<file path="config.mk">
export PLATFORM = sky130hd
export DESIGN_NAME = av_drift_rate_correction
export DESIGN_NICKNAME = d
export VERILOG_FILES = /design/src/hdl/drc_pkg.sv /design/src/hdl/drc_cfg_regs.sv /design/src/hdl/drc_div.sv /design/src/hdl/av_drift_rate_correction.sv
export SDC_FILE = /design/constraint.sdc
export NUM_CORES = 2
export LEC_CHECK = 0
export BUFFER_PORTS_ARGS = -buffer_cell sky130_fd_sc_hd__buf_2
export CAP_MARGIN = 20
export CORE_MARGIN = 1
export CORE_UTILIZATION = 50
export CTS_CLUSTER_SIZE = 10
export DETAILED_ROUTE_END_ITERATION = 8
export GPL_ROUTABILITY_DRIVEN = 1
export PLACE_DENSITY = 0.77
export SLEW_MARGIN = 20
export SYNTH_ARGS = -nofsm -noshare
export SYNTH_HDL_FRONTEND = slang
export SYNTH_HIERARCHICAL = 1
export SYNTH_SLANG_ARGS = --single-unit
export TNS_END_PERCENT = 30
</file>
<file path="constraint.sdc">
create_clock -name clk -period 11 [get_ports clk]
set_input_delay 0.55 -clock clk [delete_from_list [all_inputs] [get_ports clk]]
set_output_delay 0.55 -clock clk [all_outputs]
set_load 0.005 [all_outputs]
</file>
<file path="src/hdl/drc_pkg.sv">
// drift rate correction package: types, register indexes, reset values
// and the controller state encoding
// no dependencies
package drc_pkg;

  // field widths
  localparam int DRIFT_W    = 24;
  localparam int FACTOR_W   = 17;
  localparam int THR_W      = 16;
  localparam int TDATA_W    = 24;
  localparam int CFG_IDX_W  = 3;
  localparam int CFG_DATA_W = 17;

  // divider geometry: dividend magnitude stays below 2^32, quotient at most 1.0
  localparam int DIV_N_W   = 32;
  localparam int DIV_D_W   = 16;
  localparam int DIV_Q_W   = 17;
  localparam int DIV_STEPS = 32;
  localparam int DIV_CNT_W = 5;

  // 1.0 in Q1.16
  localparam logic [FACTOR_W-1:0] ONE_Q16 = 17'd65536;

  // register indexes
  localparam logic [CFG_IDX_W-1:0] REG_DEADBAND  = 3'd0;
  localparam logic [CFG_IDX_W-1:0] REG_SEEK_LIM  = 3'd1;
  localparam logic [CFG_IDX_W-1:0] REG_MAX_CORR  = 3'd2;
  localparam logic [CFG_IDX_W-1:0] REG_MIN_CORR  = 3'd3;
  localparam logic [CFG_IDX_W-1:0] REG_SMOOTH_GN = 3'd4;

  // register reset values
  localparam logic [THR_W-1:0]    RST_DEADBAND  = 16'd2560;
  localparam logic [THR_W-1:0]    RST_SEEK_LIM  = 16'd12800;
  localparam logic [FACTOR_W-1:0] RST_MAX_CORR  = 17'd67502;
  localparam logic [FACTOR_W-1:0] RST_MIN_CORR  = 17'd63570;
  localparam logic [FACTOR_W-1:0] RST_SMOOTH_GN = 17'd6554;

  typedef struct packed {
    logic [THR_W-1:0]    deadband_threshold;
    logic [THR_W-1:0]    seek_limit;
    logic [FACTOR_W-1:0] max_corr;
    logic [FACTOR_W-1:0] min_corr;
    logic [FACTOR_W-1:0] smoothing_gain;
  } drc_cfg_t;

  typedef struct packed {
    logic               start;
    logic [DIV_N_W-1:0] dividend;
    logic [DIV_D_W-1:0] divisor;
  } drc_div_req_t;

  typedef struct packed {
    logic               done;
    logic [DIV_Q_W-1:0] quotient;
    logic               rem_nz;
  } drc_div_rsp_t;

  typedef enum logic [2:0] {
    ST_IDLE,
    ST_CLASSIFY,
    ST_MUL_BAND,
    ST_DIV_START,
    ST_DIV_WAIT,
    ST_SMOOTH,
    ST_CLAMP,
    ST_DONE
  } drc_state_t;

endpackage

</file>
<file path="src/hdl/drc_cfg_regs.sv">
// configuration register file for the drift rate correction block
// depends on drc_pkg
module drc_cfg_regs (
  input  logic                             clk,
  input  logic                             rst_n,
  input  logic                             wr_en,
  input  logic [drc_pkg::CFG_IDX_W-1:0]    wr_index,
  input  logic [drc_pkg::CFG_DATA_W-1:0]   wr_data,
  output drc_pkg::drc_cfg_t                cfg
);

  drc_pkg::drc_cfg_t cfg_r;
  drc_pkg::drc_cfg_t cfg_nxt;

  // register write decode, unknown indexes are dropped
  always_comb begin
    cfg_nxt = cfg_r;
    if (wr_en) begin
      case (wr_index)
        drc_pkg::REG_DEADBAND: begin
          cfg_nxt.deadband_threshold = wr_data[drc_pkg::THR_W-1:0];
        end
        drc_pkg::REG_SEEK_LIM: begin
          cfg_nxt.seek_limit = wr_data[drc_pkg::THR_W-1:0];
        end
        drc_pkg::REG_MAX_CORR: begin
          cfg_nxt.max_corr = wr_data;
        end
        drc_pkg::REG_MIN_CORR: begin
          cfg_nxt.min_corr = wr_data;
        end
        drc_pkg::REG_SMOOTH_GN: begin
          cfg_nxt.smoothing_gain = wr_data;
        end
        default: begin
          cfg_nxt = cfg_r;
        end
      endcase
    end
  end

  always_ff @(posedge clk) begin
    if (!rst_n) begin
      cfg_r.deadband_threshold <= drc_pkg::RST_DEADBAND;
      cfg_r.seek_limit         <= drc_pkg::RST_SEEK_LIM;
      cfg_r.max_corr           <= drc_pkg::RST_MAX_CORR;
      cfg_r.min_corr           <= drc_pkg::RST_MIN_CORR;
      cfg_r.smoothing_gain     <= drc_pkg::RST_SMOOTH_GN;
    end else begin
      cfg_r <= cfg_nxt;
    end
  end

  assign cfg = cfg_r;

endmodule

</file>
<file path="src/hdl/drc_div.sv">
// radix-2 restoring divider, one quotient bit per cycle
// depends on drc_pkg
module drc_div (
  input  logic                  clk,
  input  logic                  rst_n,
  input  drc_pkg::drc_div_req_t req,
  output drc_pkg::drc_div_rsp_t rsp
);

  logic                            busy_r, busy_nxt;
  logic                            done_r, done_nxt;
  logic [drc_pkg::DIV_CNT_W-1:0]   cnt_r, cnt_nxt;
  logic [drc_pkg::DIV_D_W-1:0]     rem_r, rem_nxt;
  logic [drc_pkg::DIV_N_W-1:0]     quo_r, quo_nxt;
  logic [drc_pkg::DIV_D_W-1:0]     dvs_r, dvs_nxt;
  logic [drc_pkg::DIV_D_W:0]       rem_sh;
  logic [drc_pkg::DIV_D_W:0]       rem_sub;
  logic                            fits;

  // one shift and trial subtract
  assign rem_sh  = {rem_r, quo_r[drc_pkg::DIV_N_W-1]};
  assign rem_sub = rem_sh - {1'b0, dvs_r};
  assign fits    = (rem_sh >= {1'b0, dvs_r});

  always_comb begin
    busy_nxt = busy_r;
    done_nxt = 1'b0;
    cnt_nxt  = cnt_r;
    rem_nxt  = rem_r;
    quo_nxt  = quo_r;
    dvs_nxt  = dvs_r;
    if (req.start) begin
      busy_nxt = 1'b1;
      cnt_nxt  = '0;
      rem_nxt  = '0;
      quo_nxt  = req.dividend;
      dvs_nxt  = req.divisor;
    end else if (busy_r) begin
      rem_nxt = fits ? rem_sub[drc_pkg::DIV_D_W-1:0] : rem_sh[drc_pkg::DIV_D_W-1:0];
      quo_nxt = {quo_r[drc_pkg::DIV_N_W-2:0], fits};
      cnt_nxt = cnt_r + 1'b1;
      if (cnt_r == drc_pkg::DIV_CNT_W'(drc_pkg::DIV_STEPS - 1)) begin
        busy_nxt = 1'b0;
        done_nxt = 1'b1;
      end
    end
  end

  // control state
  always_ff @(posedge clk) begin
    if (!rst_n) begin
      busy_r <= 1'b0;
      done_r <= 1'b0;
      cnt_r  <= '0;
    end else begin
      busy_r <= busy_nxt;
      done_r <= done_nxt;
      cnt_r  <= cnt_nxt;
    end
  end

  // datapath
  always_ff @(posedge clk) begin
    rem_r <= rem_nxt;
    quo_r <= quo_nxt;
    dvs_r <= dvs_nxt;
  end

  assign rsp.done     = done_r;
  assign rsp.quotient = quo_r[drc_pkg::DIV_Q_W-1:0];
  assign rsp.rem_nz   = |rem_r;

endmodule

</file>
<file path="src/hdl/av_drift_rate_correction.sv">
// audio/video drift rate correction, top level: sequencer, shared multiplier
// depends on drc_pkg, drc_cfg_regs, drc_div
//
//  channel | dir | handshake                | payload
//  in      | in  | in_tvalid / in_tready    | in_tdata: drift
//  out     | out | out_tvalid / out_tready  | out_tdata: rate_factor, active, seek_needed
//  cfg     | in  | cfg_valid / cfg_ready    | cfg_index, cfg_data
//
// one item at a time: no new drift is taken until the last one is done. Inside the correction
// band the 32-step serial divider sets the pace (it is skipped when the band product is
// zero); the dead band skips the multiply and divide, and a flagged seek skips smoothing too.
// the single 19x18 multiplier serves both the band mapping and the smoothing.
// synchronous active-low reset; factor returns to 1.0.
// a finished result waits in the output register while the next item is taken;
// the sequencer holds in its last state only if that register is still full.
module av_drift_rate_correction (
  input  logic                              clk,
  input  logic                              rst_n,
  // drift [23:0]
  input  logic                              in_tvalid,
  output logic                              in_tready,
  input  logic [drc_pkg::TDATA_W-1:0]       in_tdata,
  // rate_factor [16:0], active [17], seek_needed [18], zero [23:19]
  output logic                              out_tvalid,
  input  logic                              out_tready,
  output logic [drc_pkg::TDATA_W-1:0]       out_tdata,
  input  logic                              cfg_valid,
  output logic                              cfg_ready,
  input  logic [drc_pkg::CFG_IDX_W-1:0]     cfg_index,
  input  logic [drc_pkg::CFG_DATA_W-1:0]    cfg_data
);

  localparam logic signed [18:0] ONE_S19 = 19'sd65536;

  drc_pkg::drc_cfg_t     cfg;
  drc_pkg::drc_div_req_t div_req;
  drc_pkg::drc_div_rsp_t div_rsp;

  drc_pkg::drc_state_t   state_r, state_nxt;

  logic                                 out_valid_r, out_valid_nxt;
  logic [drc_pkg::FACTOR_W-1:0]         factor_r, factor_nxt;
  logic [drc_pkg::DRIFT_W-1:0]          drift_r, drift_nxt;
  logic                                 pos_r, pos_nxt;
  logic                                 act_r, act_nxt;
  logic                                 seek_r, seek_nxt;
  logic [drc_pkg::THR_W-1:0]            diff_r, diff_nxt;
  logic signed [17:0]                   range_r, range_nxt;
  logic signed [36:0]                   prod_r, prod_nxt;
  logic signed [18:0]                   target_r, target_nxt;
  logic [drc_pkg::FACTOR_W-1:0]         nf_r, nf_nxt;
  logic [drc_pkg::FACTOR_W-1:0]         out_factor_r, out_factor_nxt;
  logic                                 out_act_r, out_act_nxt;
  logic                                 out_seek_r, out_seek_nxt;

  logic signed [18:0]                   mul_a;
  logic signed [17:0]                   mul_b;
  logic signed [36:0]                   mul_p;

  logic [drc_pkg::DRIFT_W-1:0]          mag;
  logic signed [36:0]                   prod_abs;
  logic [18:0]                          quo_ext;
  logic signed [18:0]                   amount;
  logic signed [19:0]                   nf_raw;
  logic signed [19:0]                   nf_lo;
  logic signed [19:0]                   min_s20;
  logic signed [19:0]                   max_s20;

  drc_cfg_regs u_cfg (
    .clk      (clk),
    .rst_n    (rst_n),
    .wr_en    (cfg_valid & cfg_ready),
    .wr_index (cfg_index),
    .wr_data  (cfg_data),
    .cfg      (cfg)
  );

  drc_div u_div (
    .clk   (clk),
    .rst_n (rst_n),
    .req   (div_req),
    .rsp   (div_rsp)
  );

  // shared multiplier
  assign mul_p = mul_a * mul_b;

  // drift magnitude, 24 bits unsigned holds the most negative value too
  assign mag = drift_r[drc_pkg::DRIFT_W-1] ? (~drift_r + 1'b1) : drift_r;

  // floor quotient of the band product: negative side rounds away from zero
  assign prod_abs = prod_r[36] ? (37'sd0 - prod_r) : prod_r;
  assign quo_ext  = {2'b00, div_rsp.quotient};
  assign amount   = prod_r[36] ? $signed(19'd0 - (quo_ext + {18'd0, div_rsp.rem_nz}))
                               : $signed(quo_ext);

  // smoothing step, product shifted down by 16 (floor)
  assign nf_raw  = $signed({3'b000, factor_r}) + prod_r[35:16];
  assign min_s20 = $signed({3'b000, cfg.min_corr});
  assign max_s20 = $signed({3'b000, cfg.max_corr});

  // lower bound applied first
  assign nf_lo = (nf_raw < min_s20) ? min_s20 : nf_raw;

  // sequencer
  always_comb begin
    state_nxt        = state_r;
    out_valid_nxt    = out_valid_r & ~out_tready;
    factor_nxt       = factor_r;
    drift_nxt        = drift_r;
    pos_nxt          = pos_r;
    act_nxt          = act_r;
    seek_nxt         = seek_r;
    diff_nxt         = diff_r;
    range_nxt        = range_r;
    prod_nxt         = prod_r;
    target_nxt       = target_r;
    nf_nxt           = nf_r;
    out_factor_nxt   = out_factor_r;
    out_act_nxt      = out_act_r;
    out_seek_nxt     = out_seek_r;
    mul_a            = '0;
    mul_b            = '0;
    div_req.start    = 1'b0;
    div_req.dividend = prod_abs[drc_pkg::DIV_N_W-1:0];
    div_req.divisor  = cfg.seek_limit - cfg.deadband_threshold;
    in_tready        = 1'b0;

    case (state_r)
      drc_pkg::ST_IDLE: begin
        in_tready = 1'b1;
        if (in_tvalid) begin
          drift_nxt = in_tdata[drc_pkg::DRIFT_W-1:0];
          state_nxt = drc_pkg::ST_CLASSIFY;
        end
      end
      drc_pkg::ST_CLASSIFY: begin
        pos_nxt = ~drift_r[drc_pkg::DRIFT_W-1] && (drift_r != '0);
        if (mag < {8'd0, cfg.deadband_threshold}) begin
          // dead band: aim at 1.0
          target_nxt = ONE_S19;
          act_nxt    = 1'b0;
          seek_nxt   = 1'b0;
          state_nxt  = drc_pkg::ST_SMOOTH;
        end else if (mag > {8'd0, cfg.seek_limit}) begin
          // too far off: keep the factor and ask for a seek
          act_nxt   = 1'b0;
          seek_nxt  = 1'b1;
          state_nxt = drc_pkg::ST_DONE;
        end else begin
          act_nxt   = 1'b1;
          seek_nxt  = 1'b0;
          diff_nxt  = mag[drc_pkg::THR_W-1:0] - cfg.deadband_threshold;
          range_nxt = pos_nxt ? ($signed({1'b0, cfg.max_corr}) - 18'sd65536)
                              : (18'sd65536 - $signed({1'b0, cfg.min_corr}));
          state_nxt = drc_pkg::ST_MUL_BAND;
        end
      end
      drc_pkg::ST_MUL_BAND: begin
        mul_a     = $signed({3'b000, diff_r});
        mul_b     = range_r;
        prod_nxt  = mul_p;
        state_nxt = drc_pkg::ST_DIV_START;
      end
      drc_pkg::ST_DIV_START: begin
        if (prod_r == '0) begin
          // zero offset or zero correction range: no correction
          target_nxt = ONE_S19;
          state_nxt  = drc_pkg::ST_SMOOTH;
        end else begin
          div_req.start = 1'b1;
          state_nxt     = drc_pkg::ST_DIV_WAIT;
        end
      end
      drc_pkg::ST_DIV_WAIT: begin
        if (div_rsp.done) begin
          target_nxt = pos_r ? (ONE_S19 + amount) : (ONE_S19 - amount);
          state_nxt  = drc_pkg::ST_SMOOTH;
        end
      end
      drc_pkg::ST_SMOOTH: begin
        mul_a     = target_r - $signed({2'b00, factor_r});
        mul_b     = $signed({1'b0, cfg.smoothing_gain});
        prod_nxt  = mul_p;
        state_nxt = drc_pkg::ST_CLAMP;
      end
      drc_pkg::ST_CLAMP: begin
        // lower bound first, upper bound wins when the limits cross
        if (nf_lo > max_s20) begin
          nf_nxt = cfg.max_corr;
        end else begin
          nf_nxt = nf_lo[drc_pkg::FACTOR_W-1:0];
        end
        state_nxt = drc_pkg::ST_DONE;
      end
      drc_pkg::ST_DONE: begin
        if (!out_valid_r || out_tready) begin
          out_valid_nxt  = 1'b1;
          out_factor_nxt = seek_r ? factor_r : nf_r;
          out_act_nxt    = act_r;
          out_seek_nxt   = seek_r;
          if (!seek_r) begin
            factor_nxt = nf_r;
          end
          state_nxt = drc_pkg::ST_IDLE;
        end
      end
      default: begin
        state_nxt = drc_pkg::ST_IDLE;
      end
    endcase
  end

  // control state
  always_ff @(posedge clk) begin
    if (!rst_n) begin
      state_r     <= drc_pkg::ST_IDLE;
      out_valid_r <= 1'b0;
      factor_r    <= drc_pkg::ONE_Q16;
    end else begin
      state_r     <= state_nxt;
      out_valid_r <= out_valid_nxt;
      factor_r    <= factor_nxt;
    end
  end

  // datapath registers
  always_ff @(posedge clk) begin
    drift_r      <= drift_nxt;
    pos_r        <= pos_nxt;
    act_r        <= act_nxt;
    seek_r       <= seek_nxt;
    diff_r       <= diff_nxt;
    range_r      <= range_nxt;
    prod_r       <= prod_nxt;
    target_r     <= target_nxt;
    nf_r         <= nf_nxt;
    out_factor_r <= out_factor_nxt;
    out_act_r    <= out_act_nxt;
    out_seek_r   <= out_seek_nxt;
  end

  assign cfg_ready  = 1'b1;
  assign out_tvalid = out_valid_r;
  assign out_tdata  = {5'd0, out_seek_r, out_act_r, out_factor_r};

endmodule
</file>
==> results by group <==
Clock network
  – Root Buffer: clkbuf_16
  – Clock Path Buffers: 3
  – H-tree Lvls: 2
  – Post-CTS setup buffers: 0
  – CTS tree: done
  – Hold bufs inserted after CTS: 0
  – CTS Sinks: 328
  – CTS buffer count: 40
  – CTS resizes: 0
  – Clock-pin slew on the worst setup and hold paths: 60 ps
  – Clock Latency Late Sink: 550 ps

Cells and area
  – Fraction of layout cells with a size suffix above 1: 0.0762
  – Reg area: 8580 sq um
  – Fillers: 5740
  – Finished Cell Area: 36000 sq um
  – Final Util: 0.543
  – P&R area growth vs syn: 6.68%
  – Final #Nets: 4247
  – Area of the multi-input gates: 22300 sq um

Routing
  – DRT Wirelength: roughly 90000 um
  – Drt via density: 5.72
  – Wire per inst: 20.2 um
  – Drt first pass iters: 8
  – ANT nets after route: 0
  – Drt initial violations: about 2100
  – Detailed-route via count: 25700
  – Drt drc: 0

STA
  – RSZ-0062 raised after global routing: false
  – Fin. Hold Viols: 0
  – TNS Setup: 0 ps
  – Hold_ws: 177 ps
  – Final critical-path share of the clock period: 0.935
  – Final Skew: 16.5 ps
  – FMAX: 0.0973 GHz
  – Clock period minus worst slack: 10280 ps
  – Worst Tran Pin Value: 1230 ps
  – Slew headroom: 0.183
  – # setup viols final: 0
  – Fin worst setup slack: 718 ps
  – Max-slew violation count: 0

Min path
  – Hold wc startpoint: in_tdata[10]
  – Hold Crit Class: primary input to flip-flop
  – Hold Path Sink: drift_r[10]
  – Hold Path Depth: 1

Yosys
  – Top cells by area, synth: fa_1 21%, edfxtp_1 18%, ha_1 9.5%, dfxtp_1 7.5%, inv_1 6.5%
  – Gate Count Post-Synth: between 3000 and 4000
  – Post-synth EDFFs: roughly 200
  – YS warnings: 6
  – Number of synthesized register bits: about 330
  – Synth cell types: 100
  – Synth Flop Type: edfxtp_1
  – Post-synthesis sequential area ratio: 0.254
  – Syn_area_per_cell: around 9.4 sq um
  – Synth async-reset ratio: 0
  – Share of the synthesized area in the top cell type: 0.208
  – Yosys top cell by area: fa_1
  – Cell area after technology mapping: 33700 sq um

Place
  – IO Port Bufs: 69
  – Pre-CTS setup slack: 831 ps
  – Final GP Congestion: 0.990
  – DP HPWL: between 70000 and 80000 um
  – DP Area: 34700 sq um

Critical path
  – Kind of start point of the critical path: flip-flop
  – Worst-path fanout max: 14
  – Worst flop-to-flop path startpoint: target_r[0]
  – Worst Path Arrival: 10580 ps
  – Worst path slowest cell: xor2_1
  – Reg2reg end: prod_r[36]
  – Most used cell, CP: fa_1
  – FF-to-FF setup slack: between 700 and 800 ps
  – Worst path required time: 11300 ps
  – CP max stage delay: 810 ps
  – Critical Path End Type: flip-flop
  – Crit path kind: flip-flop to flip-flop
  – Worst-case reg-to-reg path depth: 32

GRT
  – Largest net degree at the start of global routing: 107
  – Grt total ovfl: 0
  – Initial antenna violation count: 1
  – Vias in the first global route: between 20000 and 30000
  – First-pass GRT wire length: around 140000 um
  – All-Layer GR Usage: 0.270

Floorplanning
  – Core Area: about 66000 sq um
  – Chip width: 262 um
  – Die H: about 260 um
  – Die Footprint: about 68000 sq um
  – Rows: 94
  – Initial Utilization: 0.509
  – Ports: 76

Job
  – Max-cap violations: 0

Power
  – Power Dens Cells: 146 nW/um^2
  – Lkg Pwr: 16.1 nW
  – Peak supply drop: 0.156 mV

Run status
  – Run status: complete, no violations
==> state kept, by name, indices dropped and copies added, names as in the netlist, 17 cells and up <==
name	flops
drift_r	24
factor_r	17
nf_r	17
out_factor_r	17
prod_r	37
range_r	18
target_r	19
u_cfg/cfg	83
u_div/quo_r	32
==> routing by layer <==
| metal | part of all wire | global-route usage |
|---|---|---|
| met1 | 0.41 | 0.351 |
| met2 | 0.47 | 0.445 |
| met3 | 0.073 | 0.0421 |
| met4 | 0.050 | 0.120 |
| met5 | 0 | 0 |
==> cell usage after synthesis, drive strengths merged (7+ instances only) <==
| cell | count |
|---|---|
| inv | 586 |
| nand2 | 389 |
| fa | 350 |
| nor2 | 312 |
| ha | 255 |
| edfxtp | 201 |
| xnor2 | 145 |
| dfxtp | 127 |
| a21oi | 121 |
| mux2i | 111 |
| o21ai | 105 |
| clkbuf | 100 |
| mux2 | 82 |
| nor2b | 71 |
| buf | 49 |
| nand3 | 47 |
| a21o | 40 |
| nor3 | 38 |
| xor2 | 37 |
| a211oi | 31 |
| o21a | 27 |
| nand2b | 25 |
| and2 | 24 |
| and3 | 24 |
| nand4 | 23 |
| o31ai | 22 |
| a31oi | 18 |
| a22o | 17 |
| o311a | 17 |
| nor4 | 16 |
| a22oi | 15 |
| o21bai | 14 |
| o211ai | 13 |
| or3 | 13 |
| or4 | 12 |
| o41ai | 11 |
| or2 | 9 |
| a21boi | 7 |
| nor3b | 7 |
==> worst max-delay path, delay by kind of cell (launching register included) <==
family	cells	cell delay, ps
AO/OA/AOI/OAI	12	3410
XOR/XNOR	2	890
adder cells (fa/ha/maj)	9	3810
buffers and inverters	5	860
flip-flops	1	390
AND/OR/NAND/NOR	4	640
==> how the worst max path moves through the flow <==
stage / startpoint / endpoint
2_1_floorplan: factor_r[2] / prod_r[36]
3_3_place_gp: target_r[0] / prod_r[36]
3_5_place_dp: target_r[0] / prod_r[36]
4_1_cts: target_r[0] / prod_r[36]
5_1_grt: target_r[0] / prod_r[36]
6_report: target_r[0] / prod_r[36]
==> cell families after synthesis <==
group | synth area share
AND/OR/NAND/NOR | 0.141
buffers and inverters | 0.0865
adder cells (fa/ha/maj) | 0.302
AO/OA/AOI/OAI | 0.107
flip-flops | 0.254
multiplexers | 0.0613
XOR/XNOR | 0.0473
other | 0.000223
==> report_power, final <==
group | internal, mW | switching, mW | total, mW
registers | 1.49 | 0.132 | 1.62
clock network | 0.758 | 0.515 | 1.27
logic | 0.931 | 1.41 | 2.34
total | 3.18 | 2.06 | 5.24
==> layout make-up <==
cell class              count  area share
clock inverters             6     0.00306
clock buffers              67      0.0318
repair buffers             98      0.0157
inverters                 587      0.0613
diodes                      1   0.0000696
multi-input cells        2538       0.620
well taps                 864      0.0301
flip-flops and latches    328       0.239
==> cell usage in the layout, fill, tap and decap left out, types with 26 or more instances in the layout <==
cell / count
a211oi_1: 29
a21o_1: 40
a21oi_1: 120
buf_2: 68
buf_4: 30
clkbuf_16: 40
dfxtp_1: 127
edfxtp_1: 201
fa_1: 350
ha_1: 255
inv_1: 586
mux2_2: 73
mux2i_1: 111
nand2_1: 388
nand3_1: 47
nor2_1: 311
nor2b_1: 69
nor3_1: 36
o21a_1: 26
o21ai_0: 98
xnor2_1: 145
xor2_1: 37
==> stage by stage <==
stage,total power [mW],cells
4_1_cts,5.22,4488
3_3_place_gp,3.89,4415
3_5_place_dp,3.94,4415
5_1_grt,5.55,4488
6_report,5.24,4489
2_1_floorplan,3.34,3602
No activity file was read; power rests on OpenSTA's default activity.
